===== src/sv/vpdra_pkg.sv =====
`timescale 1ns / 1ps
`default_nettype none
// ----------------------------------------------------------------------------
// vpdra_pkg
// Shared widths, constants, types and the saturation pressure node table
// for the VPD running average block.
// ----------------------------------------------------------------------------
package vpdra_pkg;

  // Field widths
  localparam int unsigned T_W   = 14;
  localparam int unsigned H_W   = 14;
  localparam int unsigned VPD_W = 15;
  localparam int unsigned TM_W  = 13;
  localparam int unsigned HM_W  = 14;
  localparam int unsigned VM_W  = 15;
  localparam int unsigned TS_W  = 20;
  localparam int unsigned HS_W  = 20;
  localparam int unsigned VS_W  = 21;

  // Saturation limits
  localparam int unsigned TS_MAX  = (1 << TS_W) - 1;
  localparam int unsigned HS_MAX  = (1 << HS_W) - 1;
  localparam int unsigned VS_MAX  = (1 << VS_W) - 1;
  localparam int unsigned TM_MAX  = (1 << TM_W) - 1;
  localparam int unsigned HM_MAX  = (1 << HM_W) - 1;
  localparam int unsigned VM_MAX  = (1 << VM_W) - 1;
  localparam int unsigned VPD_MAX = (1 << VPD_W) - 1;

  // Averaging window and its reciprocal (exact floor for sums below 2^21)
  localparam int unsigned WINDOW    = 100;
  localparam int unsigned WIN_W     = $clog2(WINDOW + 1);
  localparam int unsigned MEAN_SH   = 32;
  localparam int unsigned MEAN_RC_W = 32;
  localparam longint unsigned MEAN_RECIP =
    ((64'd1 << MEAN_SH) + 64'(WINDOW) - 64'd1) / 64'(WINDOW);

  // Humidity full scale and its reciprocal (exact floor below 2^30)
  localparam int unsigned HUM_FULL = 10000;
  localparam int unsigned PROD_W   = 30;
  localparam int unsigned VRC_SH   = 43;
  localparam int unsigned VRC_W    = 30;
  localparam longint unsigned VPD_RECIP =
    ((64'd1 << VRC_SH) + 64'(HUM_FULL) - 64'd1) / 64'(HUM_FULL);

  // Curve table geometry; the node spacing is a power of two
  localparam int unsigned CURVE_POINTS = 64;
  localparam int unsigned T_SPAN       = 8192;
  localparam int unsigned STEP         = (T_SPAN + CURVE_POINTS - 1) / CURVE_POINTS;
  localparam int unsigned STEP_W       = $clog2(STEP);
  localparam int unsigned IDX_W        = $clog2(CURVE_POINTS + 1);
  localparam int unsigned ES_W         = 16;

  typedef logic [ES_W-1:0] curve_t [CURVE_POINTS+1];

  // Unsigned restoring division, shift and subtract (elaboration only)
  function automatic longint unsigned udiv64(longint unsigned num, longint unsigned den);
    longint unsigned quo;
    longint unsigned rem;
    quo = '0;
    rem = '0;
    for (int b = 63; b >= 0; b--) begin
      rem = {rem[62:0], num[b]};
      if (rem >= den) begin
        rem    = rem - den;
        quo[b] = 1'b1;
      end
    end
    return quo;
  endfunction

  // exp() of an unsigned Q16 argument, Q16 result (elaboration only)
  function automatic longint unsigned exp_q16(longint unsigned xq_in);
    longint unsigned xq;
    longint unsigned whole;
    longint unsigned frac;
    longint unsigned term;
    longint unsigned acc;
    xq = xq_in;
    if (xq > ((64'd5 << 16) - 64'd1)) begin
      xq = (64'd5 << 16) - 64'd1;
    end
    case (xq >> 16)
      64'd0:   whole = 64'd65536;
      64'd1:   whole = 64'd178145;
      64'd2:   whole = 64'd484249;
      64'd3:   whole = 64'd1316326;
      default: whole = 64'd3578144;
    endcase
    frac = (xq & 64'hFFFF) << 16;
    term = 64'd1 << 32;
    acc  = term;
    for (int k = 1; k <= 16; k++) begin
      term = udiv64((term * frac) >> 32, 64'(k));
      acc  = acc + term;
    end
    return (whole * acc) >> 32;
  endfunction

  // Node pressures in Pa on the Tetens curve (elaboration only)
  function automatic curve_t build_curve();
    curve_t          c;
    longint unsigned tn;
    longint unsigned xq;
    longint unsigned e;
    for (int i = 0; i <= int'(CURVE_POINTS); i++) begin
      tn   = 64'(i) * 64'(STEP);
      xq   = udiv64(64'd1727 * tn * 64'd65536, 64'd100 * (tn + 64'd23730));
      e    = exp_q16(xq);
      c[i] = ES_W'(udiv64(64'd6108 * e + 64'd327680, 64'd655360));
    end
    return c;
  endfunction

  localparam curve_t CURVE = build_curve();

  // Controller states
  typedef enum logic [3:0] {
    ST_IDLE,
    ST_LOOKUP,
    ST_SCALE,
    ST_RECIP,
    ST_ACCUM,
    ST_MEAN_T,
    ST_MEAN_H,
    ST_MEAN_V,
    ST_STORE
  } state_e;

  // Which running sum the shared mean multiplier works on
  typedef enum logic [1:0] {
    MS_TEMP,
    MS_HUM,
    MS_VPD
  } mean_sel_e;

  typedef struct packed {
    logic      load;
    logic      lookup;
    logic      scale;
    logic      recip;
    logic      accum;
    logic      mean_en;
    mean_sel_e mean_sel;
    logic      store;
  } cmd_t;

  typedef struct packed {
    logic sample_ok;
    logic out_free;
  } status_t;

endpackage
`default_nettype wire


===== src/sv/vpdra_ctrl.sv =====
`timescale 1ns / 1ps
`default_nettype none
// ----------------------------------------------------------------------------
// vpdra_ctrl
// Sequencer: walks one sample through lookup, scaling, reciprocal divide, sum
// update, three means (unusable ones skip to store), then the output register.
// ----------------------------------------------------------------------------
module vpdra_ctrl
  import vpdra_pkg::*;
(
  input  wire logic    clk_i,
  input  wire logic    rst_ni,
  input  wire logic    in_valid_i,
  output logic         in_ready_o,
  input  wire status_t status_i,
  output cmd_t         cmd_o
);

  state_e state_q, state_d;

  // State register
  always_ff @(posedge clk_i or negedge rst_ni) begin
    if (!rst_ni) begin
      state_q <= ST_IDLE;
    end else begin
      state_q <= state_d;
    end
  end

  // Next state
  always_comb begin
    state_d = state_q;
    unique case (state_q)
      ST_IDLE:   if (in_valid_i) state_d = ST_LOOKUP;
      ST_LOOKUP: state_d = status_i.sample_ok ? ST_SCALE : ST_STORE;
      ST_SCALE:  state_d = ST_RECIP;
      ST_RECIP:  state_d = ST_ACCUM;
      ST_ACCUM:  state_d = ST_MEAN_T;
      ST_MEAN_T: state_d = ST_MEAN_H;
      ST_MEAN_H: state_d = ST_MEAN_V;
      ST_MEAN_V: state_d = ST_STORE;
      ST_STORE:  if (status_i.out_free) state_d = ST_IDLE;
      default:   state_d = ST_IDLE;
    endcase
  end

  // Commands
  always_comb begin
    cmd_o      = '0;
    in_ready_o = 1'b0;
    unique case (state_q)
      ST_IDLE: begin
        in_ready_o = 1'b1;
        cmd_o.load = in_valid_i;
      end
      ST_LOOKUP: cmd_o.lookup = 1'b1;
      ST_SCALE:  cmd_o.scale  = 1'b1;
      ST_RECIP:  cmd_o.recip  = 1'b1;
      ST_ACCUM:  cmd_o.accum  = 1'b1;
      ST_MEAN_T: begin
        cmd_o.mean_en  = 1'b1;
        cmd_o.mean_sel = MS_TEMP;
      end
      ST_MEAN_H: begin
        cmd_o.mean_en  = 1'b1;
        cmd_o.mean_sel = MS_HUM;
      end
      ST_MEAN_V: begin
        cmd_o.mean_en  = 1'b1;
        cmd_o.mean_sel = MS_VPD;
      end
      ST_STORE:  cmd_o.store = status_i.out_free;
      default:   cmd_o = '0;
    endcase
  end

  // A new request always starts with the table lookup
  assert property (@(posedge clk_i) disable iff (!rst_ni)
    (in_valid_i && in_ready_o) |=> (state_q == ST_LOOKUP))
    else $error("accepted request did not start lookup");

  // Result is only written when the output register can take it
  assert property (@(posedge clk_i) disable iff (!rst_ni)
    cmd_o.store |-> status_i.out_free)
    else $error("store issued while output held");

  // A blocked store keeps waiting
  assert property (@(posedge clk_i) disable iff (!rst_ni)
    ((state_q == ST_STORE) && !status_i.out_free) |=> (state_q == ST_STORE))
    else $error("store left before the output register was free");

endmodule
`default_nettype wire


===== config.mk =====
export PLATFORM = sky130hd
export DESIGN_NAME = vpdra_ctrl
export DESIGN_NICKNAME = d
export VERILOG_FILES = /design/src/sv/vpdra_pkg.sv /design/src/sv/vpdra_ctrl.sv
export SDC_FILE = /design/constraint.sdc
export NUM_CORES = 1
export LEC_CHECK = 0
export BUFFER_PORTS_ARGS = -buffer_cell sky130_fd_sc_hd__buf_2
export CELL_PAD_IN_SITES_DETAIL_PLACEMENT = 1
export CELL_PAD_IN_SITES_GLOBAL_PLACEMENT = 1
export CORE_AREA = 10 10 47 49
export DETAILED_ROUTE_END_ITERATION = 8
export DIE_AREA = 0 0 57 59
export HOLD_SLACK_MARGIN = 0.1
export PLACE_DENSITY = 0.6
export SYNTH_ARGS = -nofsm -noshare
export SYNTH_HDL_FRONTEND = slang
export SYNTH_SLANG_ARGS = --single-unit

===== constraint.sdc =====
create_clock -name clk_i -period 1.27 [get_ports clk_i]
set_input_delay 0.1905 -clock clk_i [delete_from_list [all_inputs] [get_ports clk_i]]
set_output_delay 0.1905 -clock clk_i [all_outputs]
set_load 0.03 [all_outputs]

==> key figures <==
Run status
  • Status: finished, violations left
  • Failing checks: setup timing

Logic synthesis
  • Largest family of logic cells by synthesized area: simple AND/OR/NAND/NOR gates
  • Synth Warn #: 0
  • Syn_nets: 39
  • Top-area cell type share of the netlist area: 36.53%
  • XOR/XNOR share of the synthesized area: 3.196%
  • Register area share after synthesis: 36.53%
  • Adder-cell share of the synthesized area: 0%
  • Post-Synth Simple-Gate Area: 39.27%
  • Compound-cell area share of the yosys netlist: 8.219%
  • Syn Inst Count: 34
  • Synth top area cells: dfrtp_1, nor3_1, nor2_1, buf_6, nor4_1
  • Distinct cells, synth: 17
  • Avg Inst Size Synth: 8.059 um^2
  • Multiplexer area fraction after synthesis: 0%
  • Post-Syn Area: 274.0 um^2
  • Yosys top cell by area: dfrtp_1
  • Number of synthesized register bits: 4

Setup path
  • WS Path Type: reg2out
  • Reg2Reg Depth: 5
  • RR Endpoint: state_q[3]
  • CP startpoint: state_q[1]
  • CP Max Fanout: 3
  • CP Capture Point: cmd_o[7]
  • Worst Setup End Kind: output pin
  • Reg2reg start: state_q[1]
  • Worst Path Required: 1.08 ns
  • CP Launch Type: flop
  • WP data arrival: 1.32 ns
  • Reg2Reg Setup Slack: 0.02 ns

CTS
  • Worst-path clk slew: 0.04 ns
  • Htree depth: 1
  • Clk root buf: clkbuf_4
  • TritonCTS buffer count: 3
  • CTS Buffer Depth: 2
  • CTS tree: yes
  • Sink Count: 4
  • Worst-skew pair later-pin latency: 0.24 ns

Layout
  • N_diodes: 0
  • Share of layout cells above drive strength 1: 88.57%
  • Net count, final: 77
  • P&R area growth vs syn: 155.7%
  • Largest register FFs: 4
  • Fin area: 700.7 um^2
  • Biggest register: state_q
  • Biggest regs: state_q x4
  • Fillers: 166

Place
  • Port bufs: 14
  • DP HPWL: 804.5 um
  • Post-DP Area: 456.7 um^2
  • GP Congestion: 0.6823
  • Placement Setup Slack: -0.05901 ns

Global routing
  • Initial antenna violation count: 0
  • Largest net degree at the start of global routing: 8
  • Vias in the first global route: 424
  • Overflow after GRT: 0
  • Overall routing resource usage: 7.606%
  • First-pass GRT wire length: 2014 um

Detailed routing
  • Wire per inst: 15.50 um
  • Via count: 386
  • Initial DRC Count: 6
  • Final wirelength: 1333 um
  • Post-route ant nets: 0
  • Number of vias per cell: 4.488
  • DRC: 0
  • DRT Pass-1 Iters: 3

Timing
  • Final min period: 1.513 ns
  • Slew HR: 84.06%
  • Crit share post-route: 119.1%
  • Setup Viol. Count Final: 10
  • RSZ-0062 raised after global routing: true
  • Slew Viols, Final: 0
  • Fmax: 660.9 MHz
  • Final worst slack: -0.2430 ns
  • Final hold violation count: 0
  • Worst hold slack: 0.1517 ns
  • Worst Skew: 0.003680 ns
  • Slew @ Worst Pin: 0.2373 ns

Pwr
  • Maximum vdd drop: 1.264 mV
  • Tot Pwr: 2.027 mW
  • PwrDens: 2894 nW/um^2
  • Leak: 0.3179 nW

Hold path
  • Worst Hold Class: in2reg
  • Hold wc startpoint: status_i[0]
  • Hold path depth: 2

Die
  • Die height: 59 um
  • Chip width: 57 um
  • Die ar.: 3363 um^2
  • IO Pins: 15
  • Core Area: 1401 um^2
  • Initial Util: 19.55%
  • Site Rows: 14

Flow run
  • Total of max-cap violations: 0
-- per-layer routing --
| metal | vias up | global-route usage, % | share of wire, % |
|---|---|---|---|
| li1 | 186 | - | - |
| met1 | 190 | 7.482 | 38 |
| met2 | 8 | 12.40 | 57 |
| met3 | 2 | 3.433 | 2.9 |
| met4 | 0 | 5.705 | 2.0 |
| met5 | - | 0 | 0 |
-- power breakdown --
group | switching (mW) | total, mW | internal, mW
registers | 0.131 | 0.329 | 0.198
logic | 0.748 | 1.53 | 0.782
clock network | 0.0619 | 0.168 | 0.106
total | 0.941 | 2.03 | 1.09
-- kinds of logic (layout without fill, tap and decap cells) --
kind of cell,Yosys count,count (layout)
DFF,4,4
buffers and inverters,5,41
xor gates and xnor gates,1,1
AOI/OAI and AO/OA,3,3
and+or+nand+nor,21,21
-- Yosys cell counts --
cell type	instances
nor2_1	7
nor3_1	6
dfrtp_1	4
buf_6	2
nand2_1	2
nor4_1	2
a21oi_1	1
a21oi_2	1
and2_1	1
buf_2	1
inv_1	1
inv_2	1
nand2b_1	1
nand3b_1	1
o32ai_1	1
or3_4	1
xor2_1	1
-- through the flow --
| stage | instances | util, % | TNS [ns] |
|---|---|---|---|
| final | 86 | 50.00 | -1.777 |
| after global routing | 86 | 50.00 | -2.416 |
| after detailed placement | 72 | 32.59 | -0.2370 |
| after floorplan | 34 | - | -0.8127 |
| after CTS | 80 | 41.43 | -1.873 |
| after global placement | 72 | 32.59 | -0.1606 |
-- worst max-delay path: stages, from the launching register on --
cell and delay, ns:
dfrtp_2 0.40, buf_6 0.12, buf_6 0.11, nor4_4 0.28, buf_6 0.17
-- layout by cell type (no fill, tap or decap) --
cell type,n
and2_4,1
nor3_2,2
buf_4,20
o32ai_2,1
or3_4,1
inv_1,1
dfrtp_2,4
nor2_4,1
inv_4,1
buf_6,10
a21oi_2,2
nor3_4,2
nor4_4,2
nand3b_1,1
dlygate4sd3_1,1
nand2b_2,1
nand2_2,1
clkbuf_4,3
nor2_1,2
buf_2,5
xor2_1,1
nor3_1,2
nor2_2,4
nand2_4,1
-- how the worst min path moves through the flow --
stage	end	slack [ns]
floorplan	state_q[0]	-0.11
global placement	state_q[0]	0.0003
detailed placement	state_q[0]	0.001
CTS	state_q[3]	0.15
global route	state_q[3]	0.16
finish	state_q[3]	0.15
-- repair_timing --
action | CTS | global route
hold buffers | 1 | 0
setup endpoints to repair | 11 | 12
setup buffers | 4 | 7
endpoints found under the hold margin | 4 | 0
pin swaps | 1 | 8
resized for setup | 21 | 18
-- area by class of cell --
| class | count | area (um^2) | area share [%] |
|---|---|---|---|
| repair buffers | 36 | 297.8 | 42.50 |
| multi-input cells | 25 | 245.2 | 35.00 |
| clock buffers | 3 | 22.52 | 3.214 |
| flip-flops and latches | 4 | 105.1 | 15.00 |
| inverters | 2 | 10.01 | 1.429 |
| well taps | 16 | 20.02 | 2.857 |
(Power assumes the default switching activity.)
