### src/sv/vpdra_pkg.sv
`timescale 1ns / 1ps
`default_nettype none
// ----------------------------------------------------------------------------
// vpdra_pkg
// Shared widths, constants, types and the saturation pressure node table
// for the VPD running average block.
// ----------------------------------------------------------------------------
package vpdra_pkg;

  // Field widths
  localparam int unsigned T_W   = 14;
  localparam int unsigned H_W   = 14;
  localparam int unsigned VPD_W = 15;
  localparam int unsigned TM_W  = 13;
  localparam int unsigned HM_W  = 14;
  localparam int unsigned VM_W  = 15;
  localparam int unsigned TS_W  = 20;
  localparam int unsigned HS_W  = 20;
  localparam int unsigned VS_W  = 21;

  // Saturation limits
  localparam int unsigned TS_MAX  = (1 << TS_W) - 1;
  localparam int unsigned HS_MAX  = (1 << HS_W) - 1;
  localparam int unsigned VS_MAX  = (1 << VS_W) - 1;
  localparam int unsigned TM_MAX  = (1 << TM_W) - 1;
  localparam int unsigned HM_MAX  = (1 << HM_W) - 1;
  localparam int unsigned VM_MAX  = (1 << VM_W) - 1;
  localparam int unsigned VPD_MAX = (1 << VPD_W) - 1;

  // Averaging window and its reciprocal (exact floor for sums below 2^21)
  localparam int unsigned WINDOW    = 100;
  localparam int unsigned WIN_W     = $clog2(WINDOW + 1);
  localparam int unsigned MEAN_SH   = 32;
  localparam int unsigned MEAN_RC_W = 32;
  localparam longint unsigned MEAN_RECIP =
    ((64'd1 << MEAN_SH) + 64'(WINDOW) - 64'd1) / 64'(WINDOW);

  // Humidity full scale and its reciprocal (exact floor below 2^30)
  localparam int unsigned HUM_FULL = 10000;
  localparam int unsigned PROD_W   = 30;
  localparam int unsigned VRC_SH   = 43;
  localparam int unsigned VRC_W    = 30;
  localparam longint unsigned VPD_RECIP =
    ((64'd1 << VRC_SH) + 64'(HUM_FULL) - 64'd1) / 64'(HUM_FULL);

  // Curve table geometry; the node spacing is a power of two
  localparam int unsigned CURVE_POINTS = 64;
  localparam int unsigned T_SPAN       = 8192;
  localparam int unsigned STEP         = (T_SPAN + CURVE_POINTS - 1) / CURVE_POINTS;
  localparam int unsigned STEP_W       = $clog2(STEP);
  localparam int unsigned IDX_W        = $clog2(CURVE_POINTS + 1);
  localparam int unsigned ES_W         = 16;

  typedef logic [ES_W-1:0] curve_t [CURVE_POINTS+1];

  // Unsigned restoring division, shift and subtract (elaboration only)
  function automatic longint unsigned udiv64(longint unsigned num, longint unsigned den);
    longint unsigned quo;
    longint unsigned rem;
    quo = '0;
    rem = '0;
    for (int b = 63; b >= 0; b--) begin
      rem = {rem[62:0], num[b]};
      if (rem >= den) begin
        rem    = rem - den;
        quo[b] = 1'b1;
      end
    end
    return quo;
  endfunction

  // exp() of an unsigned Q16 argument, Q16 result (elaboration only)
  function automatic longint unsigned exp_q16(longint unsigned xq_in);
    longint unsigned xq;
    longint unsigned whole;
    longint unsigned frac;
    longint unsigned term;
    longint unsigned acc;
    xq = xq_in;
    if (xq > ((64'd5 << 16) - 64'd1)) begin
      xq = (64'd5 << 16) - 64'd1;
    end
    case (xq >> 16)
      64'd0:   whole = 64'd65536;
      64'd1:   whole = 64'd178145;
      64'd2:   whole = 64'd484249;
      64'd3:   whole = 64'd1316326;
      default: whole = 64'd3578144;
    endcase
    frac = (xq & 64'hFFFF) << 16;
    term = 64'd1 << 32;
    acc  = term;
    for (int k = 1; k <= 16; k++) begin
      term = udiv64((term * frac) >> 32, 64'(k));
      acc  = acc + term;
    end
    return (whole * acc) >> 32;
  endfunction

  // Node pressures in Pa on the Tetens curve (elaboration only)
  function automatic curve_t build_curve();
    curve_t          c;
    longint unsigned tn;
    longint unsigned xq;
    longint unsigned e;
    for (int i = 0; i <= int'(CURVE_POINTS); i++) begin
      tn   = 64'(i) * 64'(STEP);
      xq   = udiv64(64'd1727 * tn * 64'd65536, 64'd100 * (tn + 64'd23730));
      e    = exp_q16(xq);
      c[i] = ES_W'(udiv64(64'd6108 * e + 64'd327680, 64'd655360));
    end
    return c;
  endfunction

  localparam curve_t CURVE = build_curve();

  // Controller states
  typedef enum logic [3:0] {
    ST_IDLE,
    ST_LOOKUP,
    ST_SCALE,
    ST_RECIP,
    ST_ACCUM,
    ST_MEAN_T,
    ST_MEAN_H,
    ST_MEAN_V,
    ST_STORE
  } state_e;

  // Which running sum the shared mean multiplier works on
  typedef enum logic [1:0] {
    MS_TEMP,
    MS_HUM,
    MS_VPD
  } mean_sel_e;

  typedef struct packed {
    logic      load;
    logic      lookup;
    logic      scale;
    logic      recip;
    logic      accum;
    logic      mean_en;
    mean_sel_e mean_sel;
    logic      store;
  } cmd_t;

  typedef struct packed {
    logic sample_ok;
    logic out_free;
  } status_t;

endpackage
`default_nettype wire

### src/sv/vpdra_dp.sv
`timescale 1ns / 1ps
`default_nettype none
// ----------------------------------------------------------------------------
// vpdra_dp
// Datapath: curve interpolation, deficit product, divide by full scale via
// reciprocal, running sums and a shared reciprocal multiplier for the means.
// ----------------------------------------------------------------------------
module vpdra_dp
  import vpdra_pkg::*;
(
  input  wire logic                  clk_i,
  input  wire logic                  rst_ni,
  input  wire cmd_t                  cmd_i,
  output status_t                    status_o,
  input  wire logic signed [T_W-1:0] temperature_i,
  input  wire logic        [H_W-1:0] humidity_i,
  input  wire logic                  out_ready_i,
  output logic                       out_valid_o,
  output logic [VPD_W-1:0]           vpd_now_o,
  output logic [TM_W-1:0]            mean_temperature_o,
  output logic [HM_W-1:0]            mean_humidity_o,
  output logic [VM_W-1:0]            mean_vpd_o,
  output logic                       sample_used_o
);

  // Captured request
  logic signed [T_W-1:0] t_q;
  logic [H_W-1:0]        h_q;
  logic                  ok_q;
  logic [TM_W-1:0]       t_mag;

  // Working registers
  logic [ES_W-1:0]   es_q;
  logic [H_W-1:0]    wt_q;
  logic [PROD_W-1:0] prod_q;
  logic [VPD_W-1:0]  vpd_q;

  // State
  logic [TS_W-1:0] ts_q;
  logic [HS_W-1:0] hs_q;
  logic [VS_W-1:0] vs_q;
  logic [TM_W-1:0] tm_q;
  logic [HM_W-1:0] hm_q;
  logic [VM_W-1:0] vm_q;
  logic            seeded_q;

  // Output register
  logic             out_valid_q;
  logic [VPD_W-1:0] o_vpd_q;
  logic [TM_W-1:0]  o_tm_q;
  logic [HM_W-1:0]  o_hm_q;
  logic [VM_W-1:0]  o_vm_q;
  logic             o_used_q;

  assign t_mag = t_q[TM_W-1:0];

  assign status_o.sample_ok = ok_q;
  assign status_o.out_free  = !out_valid_q || out_ready_i;

  // Capture the request
  always_ff @(posedge clk_i) begin
    if (cmd_i.load) begin
      t_q <= temperature_i;
      h_q <= humidity_i;
    end
  end

  always_ff @(posedge clk_i or negedge rst_ni) begin
    if (!rst_ni) begin
      ok_q <= 1'b0;
    end else if (cmd_i.load) begin
      ok_q <= !temperature_i[T_W-1] && (temperature_i != '0) && (humidity_i != '0);
    end
  end

  // Table lookup and linear interpolation
  logic [IDX_W-1:0]       idx_raw, idx;
  logic [STEP_W:0]        rem;
  logic [ES_W-1:0]        node_lo, node_hi, delta;
  logic [ES_W+STEP_W:0]   interp;
  logic [ES_W-1:0]        es_d;
  logic [H_W-1:0]         hum_clip;

  always_comb begin
    idx_raw = IDX_W'(t_mag >> STEP_W);
    idx     = idx_raw;
    rem     = {1'b0, t_mag[STEP_W-1:0]};
    if (idx_raw >= IDX_W'(CURVE_POINTS)) begin
      idx = IDX_W'(CURVE_POINTS - 1);
      rem = (STEP_W+1)'(STEP);
    end
    node_lo  = CURVE[idx];
    node_hi  = CURVE[IDX_W'(idx + 1'b1)];
    delta    = (node_hi > node_lo) ? node_hi - node_lo : '0;
    interp   = delta * rem;
    es_d     = node_lo + ES_W'(interp >> STEP_W);
    hum_clip = (h_q > H_W'(HUM_FULL)) ? H_W'(HUM_FULL) : h_q;
  end

  // Deficit: es * (full - rh), then divide by full scale via reciprocal
  logic [PROD_W+VRC_W-1:0] recip_full;
  logic [PROD_W+VRC_W-VRC_SH-1:0] vpd_raw;

  assign recip_full = prod_q * VRC_W'(VPD_RECIP);
  assign vpd_raw    = recip_full[PROD_W+VRC_W-1:VRC_SH];

  always_ff @(posedge clk_i) begin
    if (cmd_i.lookup) begin
      es_q <= es_d;
      wt_q <= H_W'(HUM_FULL) - hum_clip;
    end
    if (cmd_i.scale) begin
      prod_q <= es_q * wt_q;
    end
  end

  always_ff @(posedge clk_i or negedge rst_ni) begin
    if (!rst_ni) begin
      vpd_q <= '0;
    end else if (cmd_i.recip) begin
      vpd_q <= (vpd_raw > VPD_MAX) ? VPD_W'(VPD_MAX) : VPD_W'(vpd_raw);
    end
  end

  // Running sums: seed at WINDOW times the value, else sum - mean + x
  logic [TM_W+WIN_W-1:0]  seed_t;
  logic [HM_W+WIN_W-1:0]  seed_h;
  logic [VPD_W+WIN_W-1:0] seed_v;
  logic [TS_W:0]          adv_t;
  logic [HS_W:0]          adv_h;
  logic [VS_W:0]          adv_v;
  logic [TS_W-1:0]        ts_d;
  logic [HS_W-1:0]        hs_d;
  logic [VS_W-1:0]        vs_d;

  always_comb begin
    seed_t = t_mag * WIN_W'(WINDOW);
    seed_h = h_q * WIN_W'(WINDOW);
    seed_v = vpd_q * WIN_W'(WINDOW);
    adv_t  = (ts_q >= TS_W'(tm_q)) ? {1'b0, ts_q - TS_W'(tm_q)} : '0;
    adv_h  = (hs_q >= HS_W'(hm_q)) ? {1'b0, hs_q - HS_W'(hm_q)} : '0;
    adv_v  = (vs_q >= VS_W'(vm_q)) ? {1'b0, vs_q - VS_W'(vm_q)} : '0;
    adv_t  = adv_t + (TS_W+1)'(t_mag);
    adv_h  = adv_h + (HS_W+1)'(h_q);
    adv_v  = adv_v + (VS_W+1)'(vpd_q);
    if (!seeded_q) begin
      ts_d = (seed_t > TS_MAX) ? TS_W'(TS_MAX) : TS_W'(seed_t);
      hs_d = (seed_h > HS_MAX) ? HS_W'(HS_MAX) : HS_W'(seed_h);
      vs_d = (seed_v > VS_MAX) ? VS_W'(VS_MAX) : VS_W'(seed_v);
    end else begin
      ts_d = (adv_t > TS_MAX) ? TS_W'(TS_MAX) : TS_W'(adv_t);
      hs_d = (adv_h > HS_MAX) ? HS_W'(HS_MAX) : HS_W'(adv_h);
      vs_d = (adv_v > VS_MAX) ? VS_W'(VS_MAX) : VS_W'(adv_v);
    end
  end

  // Shared mean unit: sum * reciprocal of WINDOW, then saturate
  logic [VS_W-1:0]           mean_arg;
  logic [VS_W+MEAN_RC_W-1:0] mean_full;
  logic [VS_W-1:0]           mean_quo;

  always_comb begin
    case (cmd_i.mean_sel)
      MS_TEMP: mean_arg = VS_W'(ts_q);
      MS_HUM:  mean_arg = VS_W'(hs_q);
      default: mean_arg = vs_q;
    endcase
    mean_full = mean_arg * MEAN_RC_W'(MEAN_RECIP);
    mean_quo  = VS_W'(mean_full >> MEAN_SH);
  end

  always_ff @(posedge clk_i or negedge rst_ni) begin
    if (!rst_ni) begin
      ts_q     <= '0;
      hs_q     <= '0;
      vs_q     <= '0;
      tm_q     <= '0;
      hm_q     <= '0;
      vm_q     <= '0;
      seeded_q <= 1'b0;
    end else begin
      if (cmd_i.accum) begin
        ts_q     <= ts_d;
        hs_q     <= hs_d;
        vs_q     <= vs_d;
        seeded_q <= 1'b1;
      end
      if (cmd_i.mean_en) begin
        case (cmd_i.mean_sel)
          MS_TEMP: tm_q <= (mean_quo > TM_MAX) ? TM_W'(TM_MAX) : TM_W'(mean_quo);
          MS_HUM:  hm_q <= (mean_quo > HM_MAX) ? HM_W'(HM_MAX) : HM_W'(mean_quo);
          default: vm_q <= (mean_quo > VM_MAX) ? VM_W'(VM_MAX) : VM_W'(mean_quo);
        endcase
      end
    end
  end

  // Output register
  always_ff @(posedge clk_i or negedge rst_ni) begin
    if (!rst_ni) begin
      out_valid_q <= 1'b0;
    end else if (cmd_i.store) begin
      out_valid_q <= 1'b1;
    end else if (out_ready_i) begin
      out_valid_q <= 1'b0;
    end
  end

  always_ff @(posedge clk_i) begin
    if (cmd_i.store) begin
      o_vpd_q  <= ok_q ? vpd_q : '0;
      o_tm_q   <= tm_q;
      o_hm_q   <= hm_q;
      o_vm_q   <= vm_q;
      o_used_q <= ok_q;
    end
  end

  assign out_valid_o        = out_valid_q;
  assign vpd_now_o          = o_vpd_q;
  assign mean_temperature_o = o_tm_q;
  assign mean_humidity_o    = o_hm_q;
  assign mean_vpd_o         = o_vm_q;
  assign sample_used_o      = o_used_q;

  // Seeding happens only through a sum update
  assert property (@(posedge clk_i) disable iff (!rst_ni)
    $rose(seeded_q) |-> $past(cmd_i.accum))
    else $error("seeded flag set outside sum update");

  // Sums are only touched for a usable sample
  assert property (@(posedge clk_i) disable iff (!rst_ni)
    cmd_i.accum |-> ok_q)
    else $error("sum update on unusable sample");

  // A sample that was not used reports no deficit
  assert property (@(posedge clk_i) disable iff (!rst_ni)
    out_valid_q |-> (o_used_q || (o_vpd_q == '0)))
    else $error("deficit reported for unused sample");

endmodule
`default_nettype wire

### config.mk
export PLATFORM = sky130hd
export DESIGN_NAME = vpdra_dp
export DESIGN_NICKNAME = d
export VERILOG_FILES = /design/src/sv/vpdra_pkg.sv /design/src/sv/vpdra_dp.sv
export SDC_FILE = /design/constraint.sdc
export NUM_CORES = 2
export LEC_CHECK = 0
export ABC_AREA = 1
export BUFFER_PORTS_ARGS = -buffer_cell sky130_fd_sc_hd__buf_2
export CAP_MARGIN = 5
export CORE_MARGIN = 8
export CORE_UTILIZATION = 55
export DETAILED_ROUTE_END_ITERATION = 8
export GPL_TIMING_DRIVEN = 0
export MAX_ROUTING_LAYER = met4
export PLACE_DENSITY = 0.68
export SLEW_MARGIN = 30
export SYNTH_ARGS = -nofsm -noshare
export SYNTH_HDL_FRONTEND = slang
export SYNTH_SLANG_ARGS = --single-unit
### constraint.sdc
create_clock -name clk_i -period 10.7 [get_ports clk_i]
set_input_delay 0.535 -clock clk_i [delete_from_list [all_inputs] [get_ports clk_i]]
set_output_delay 0.535 -clock clk_i [all_outputs]
set_load 0.1 [all_outputs]
==> summary by stage <==
Yosys
The per-instance average area after synthesis is 7.999 um2. The most repeated cell in the gate-level netlist after synthesis is sky130_fd_sc_hd__inv_1. After synthesis, the share of flip-flops with an asynchronous set or reset is ~45%. Sorting the synthesized cells by how often they occur yields sky130_fd_sc_hd__inv_1 (1950), sky130_fd_sc_hd__nand2_1 (1173), sky130_fd_sc_hd__ha_1 (1005). The synthesized design contains 266 register bits.

By area the synthesized netlist is led by sky130_fd_sc_hd__fa_1 (27%), sky130_fd_sc_hd__ha_1 (21%), sky130_fd_sc_hd__inv_1 (12%). The number of enable flip-flop cells after synthesis is ~150. The unique cell type count in the Yosys netlist is roughly 70. The post-synthesis cell area is between 60000 and 70000 um2.

The library cell occupying the most area in the post-synthesis netlist is sky130_fd_sc_hd__fa_1. Among all flip-flop cells after synthesis, the most frequent one is sky130_fd_sc_hd__edfxtp_1. Summed over its instances, the top area cell type makes up roughly 27% of the synthesized netlist area. When the netlist entered floorplanning its net count stood at 9535.

Of the synthesized area, sequential elements account for between 10% and 20%. In the synthesized netlist, the number of instances is roughly 7700. The Yosys step of the flow raised 0 warnings.

Detailed routing
The number of iterations in the first detailed-routing pass is 6. The remaining antenna violation count is 0. The ratio of routed vias to standard cells is between 5 and 6. After detailed routing, the average wire length per cell comes to between 20 and 25 um. The count of vias placed by the detailed router is ~51000. The sum of routed wire length over all layers is about 190 mm.

In the routed design, unresolved DRC markers number 0. The initial detailed-routing violation count is 3728.

Setup path
The arrival time of the worst setup path is just over 10 ns. The setup slack of the worst register-to-register path is 0.63 ns. The startpoint identified for the worst register-to-register timing path is t_q[9]. STA puts the critical path data required time at roughly 11 ns. The number of cells on the worst reg-to-reg path is 48. The worst register-to-register path ends at es_q[14]. Tracing the worst setup path back leads to its startpoint at t_q[9]. The worst setup path is launched from a register. For this design, the slowest cell found on the critical path is sky130_fd_sc_hd__fa_1. The kind of end point of the critical path is a register. The setup path with the least slack is of type register to register. For this run, the slowest stage of the critical path takes about 0.56 ns. The most numerous cell type found on the critical path is sky130_fd_sc_hd__nand2_1. The most critical setup path has its endpoint at es_q[14].

Along the worst path, the maximum fanout reaches 10.

Place
Once placement completed, the tool counted placed cells totaling just over 9000. The final HPWL from detailed placement is about 170 mm. The weighted congestion at the end of routability-driven global placement is around 1. The count of buffers added on input and output ports is 99.

Timing
The final-report hold violation count is 0. Setup violations remaining at the end of the flow were counted as 0. The final count of pins violating max slew is 0. The maximum achievable frequency is 99.31 MHz. Setup repair after global routing left no endpoint under its margin. The slew at the pin closest to its max-slew limit is 1.019 ns. The final critical-path share of the clock period is a little over nine tenths. The worst path needs 10.07 ns of the cycle, external delays included. The worst pin sits at a relative slew slack of between 30% and 40%. The clock arrives with around 0.03 ns of skew.

Floorplanning
The die span in y is 349.8 um. The floorplan step set the die width to 349.8 um. The floorplan has 122 rows. The initial utilization of the core area, before any placement, comes to 55.44%. The die covers between 100000 and 150000 um2. The core area is 110500 um2. In this run the count of I/O pins placed on the die edge is 101.

Clock network
Clock latency on the worst-skew pair, taken at its later pin, is approximately 0.59 ns. The clock sink total is 266. The number of buffers created by CTS is 34. The TritonCTS clock tree is yes.

The longest clock path from root to sink contains 3 buffers. The cell sitting at the root of the clock tree is a sky130_fd_sc_hd__clkbuf_16. After clock tree synthesis, the clock-pin slew on the worst setup and hold paths is approximately 0.060 ns. The H-tree generated during clock tree synthesis spans 2 levels.

Global route
Global routing used between 30% and 40% of the available tracks across all layers. The number of global-route vias before repair is about 53000. After global routing the overflow that remains totals 0. The global-route wire length before repair is 301.7 mm. Entering global routing, the biggest net connects 77 pins. The number of antenna violations at the first check in global routing is 2.

Layout
The final net count is ~9700. The layout overhead on the synthesized area is 6.482%. The share of layout cells above drive strength 1 is around 3.8%.

Once layout is complete, the cells apart from fillers number ~9300.

Min path
The classification of the worst-slack hold path is input pin to register.

Run
The number of violations of the max-capacitance limit is 0.

Status
The run finished with clean final reports.
-- state kept, by name, indices dropped and copies added, names as in the netlist --
register / count
tm_q: 13
mean_vpd_o: 15
vm_q: 15
seeded_q: 1
es_q: 16
sample_used_o: 1
vpd_q: 15
ts_q: 20
h_q: 14
t_q: 13
wt_q: 14
hm_q: 14
mean_temperature_o: 13
vpd_now_o: 15
hs_q: 20
out_valid_o: 1
mean_humidity_o: 14
ok_q: 1
vs_q: 21
prod_q: 30
-- worst min path at each step --
| stage | from | depth (start not counted) | endpoint |
|---|---|---|---|
| finish | temperature_i[0] | 1 | t_q[0] |
| global route | temperature_i[6] | 1 | t_q[6] |
| CTS | temperature_i[0] | 1 | t_q[0] |
| detailed placement | tm_q[3] | 0 | mean_temperature_o[3] |
| global placement | hm_q[12] | 0 | mean_humidity_o[12] |
| floorplan | rst_ni | 0 | hm_q[0] |
-- final cells by class --
cell class / count / area, um2
diodes: 1 / 2.502
multi-input cells: 5300 / 46190
fillers: 10510 / 45280
repair buffers: 122 / 723.2
plain buffers: 129 / 569.3
flip-flops and latches: 266 / 7382
clock inverters: 15 / 201.4
clock buffers: 45 / 923.4
inverters: 1963 / 7383
well taps: 1488 / 1862
-- kinds of logic (layout without fill, tap and decap cells) --
logic type / after synthesis / count (layout) / synth area share [%]
xor gates and xnor gates: 167 / 167 / 2.387
AOI/OAI and AO/OA: 1076 / 1076 / 9.954
other: 0 / 1 / 0
buffers and inverters: 2093 / 2274 / 12.87
DFF: 266 / 266 / 12.05
and+or+nand+nor: 2221 / 2221 / 15.06
adders and majority gates: 1836 / 1836 / 47.68
-- critical path, delay by kind of cell (launching register included) --
kind                     cells  cell delay [ns]
AO/OA/AOI/OAI                9             1.44
flip-flops                   1             0.35
XOR/XNOR                     2             0.43
buffers and inverters       11             1.88
adder cells (fa/ha/maj)      8             3.47
AND/OR/NAND/NOR             18             2.19
-- per-layer routing --
layer	GRT usage (%)	up-vias	wire [um]
met2	51.61	1638	88080
met4	11.81	0	8495
met5	-	-	0
met3	3.883	358	11830
li1	-	24280	-
met1	43.35	24930	83590
-- through the flow --
step | instance area (um2) | setup slack (ns) | TNS [ns] | hold WS [ns] | utilization (%)
detailed placement | 63710 | -1.568 | -9.763 | 0.4328 | 57.65
global placement | 63620 | -1.687 | -11.78 | 0.4266 | 57.57
global route | 65240 | 0.0006617 | 0 | 0.1405 | 59.03
floorplan | 61270 | 1.142 | 0 | 0.2394 | -
CTS | 65070 | 0.01847 | 0 | 0.1199 | 58.88
finish | 65240 | 0.6308 | 0 | 0.1491 | 59.03
-- timing repair --
| action | in CTS | in global routing |
|---|---|---|
| pin swaps | 1 | 6 |
| hold endpoints to repair | 45 | 0 |
| hold buffers | 1 | 0 |
| gates resized for setup | 31 | 50 |
| gates cloned | 0 | 0 |
| endpoints found under the setup margin | 11 | 9 |
| buffers inserted | 14 | 6 |
-- cell usage in the layout, fill, tap and decap left out, types with 7 or more instances in the layout --
| cell type | netlist | final |
|---|---|---|
| sky130_fd_sc_hd__a31oi_1 | 34 | 34 |
| sky130_fd_sc_hd__clkinv_1 | 5 | 7 |
| sky130_fd_sc_hd__o21bai_1 | 30 | 30 |
| sky130_fd_sc_hd__a22oi_1 | 18 | 18 |
| sky130_fd_sc_hd__o21ai_1 | 38 | 42 |
| sky130_fd_sc_hd__a211oi_1 | 9 | 8 |
| sky130_fd_sc_hd__nor3_1 | 56 | 56 |
| sky130_fd_sc_hd__o21a_1 | 37 | 37 |
| sky130_fd_sc_hd__o221ai_1 | 7 | 7 |
| sky130_fd_sc_hd__inv_1 | 1950 | 1944 |
| sky130_fd_sc_hd__edfxtp_1 | 145 | 145 |
| sky130_fd_sc_hd__o31ai_1 | 13 | 13 |
| sky130_fd_sc_hd__xnor2_1 | 68 | 68 |
| sky130_fd_sc_hd__nand2_2 | 7 | 8 |
| sky130_fd_sc_hd__dfrtp_1 | 121 | 121 |
| sky130_fd_sc_hd__buf_2 | 7 | 104 |
| sky130_fd_sc_hd__fa_1 | 831 | 831 |
| sky130_fd_sc_hd__inv_2 | 8 | 10 |
| sky130_fd_sc_hd__clkbuf_16 | 0 | 35 |
| sky130_fd_sc_hd__nor2_2 | 8 | 13 |
| sky130_fd_sc_hd__clkbuf_1 | 113 | 107 |
| sky130_fd_sc_hd__buf_4 | 4 | 25 |
| sky130_fd_sc_hd__nand3_2 | 13 | 14 |
| sky130_fd_sc_hd__nor2_1 | 578 | 573 |
| sky130_fd_sc_hd__o211ai_1 | 24 | 24 |
| sky130_fd_sc_hd__a21oi_1 | 433 | 429 |
| sky130_fd_sc_hd__xor2_1 | 99 | 98 |
| sky130_fd_sc_hd__nor4_1 | 18 | 17 |
| sky130_fd_sc_hd__nand3_1 | 261 | 260 |
| sky130_fd_sc_hd__a21o_1 | 39 | 39 |
| sky130_fd_sc_hd__nand2_1 | 1173 | 1172 |
| sky130_fd_sc_hd__or2_2 | 17 | 17 |
| sky130_fd_sc_hd__nand4_1 | 60 | 60 |
| sky130_fd_sc_hd__o22ai_1 | 15 | 15 |
| sky130_fd_sc_hd__o21ai_0 | 324 | 319 |
| sky130_fd_sc_hd__a21boi_0 | 14 | 12 |
| sky130_fd_sc_hd__ha_1 | 1005 | 1000 |
Power is left out: the tool's default activity adds up to more than one toggle a clock period on the data nets, which glitch-free logic cannot reach.
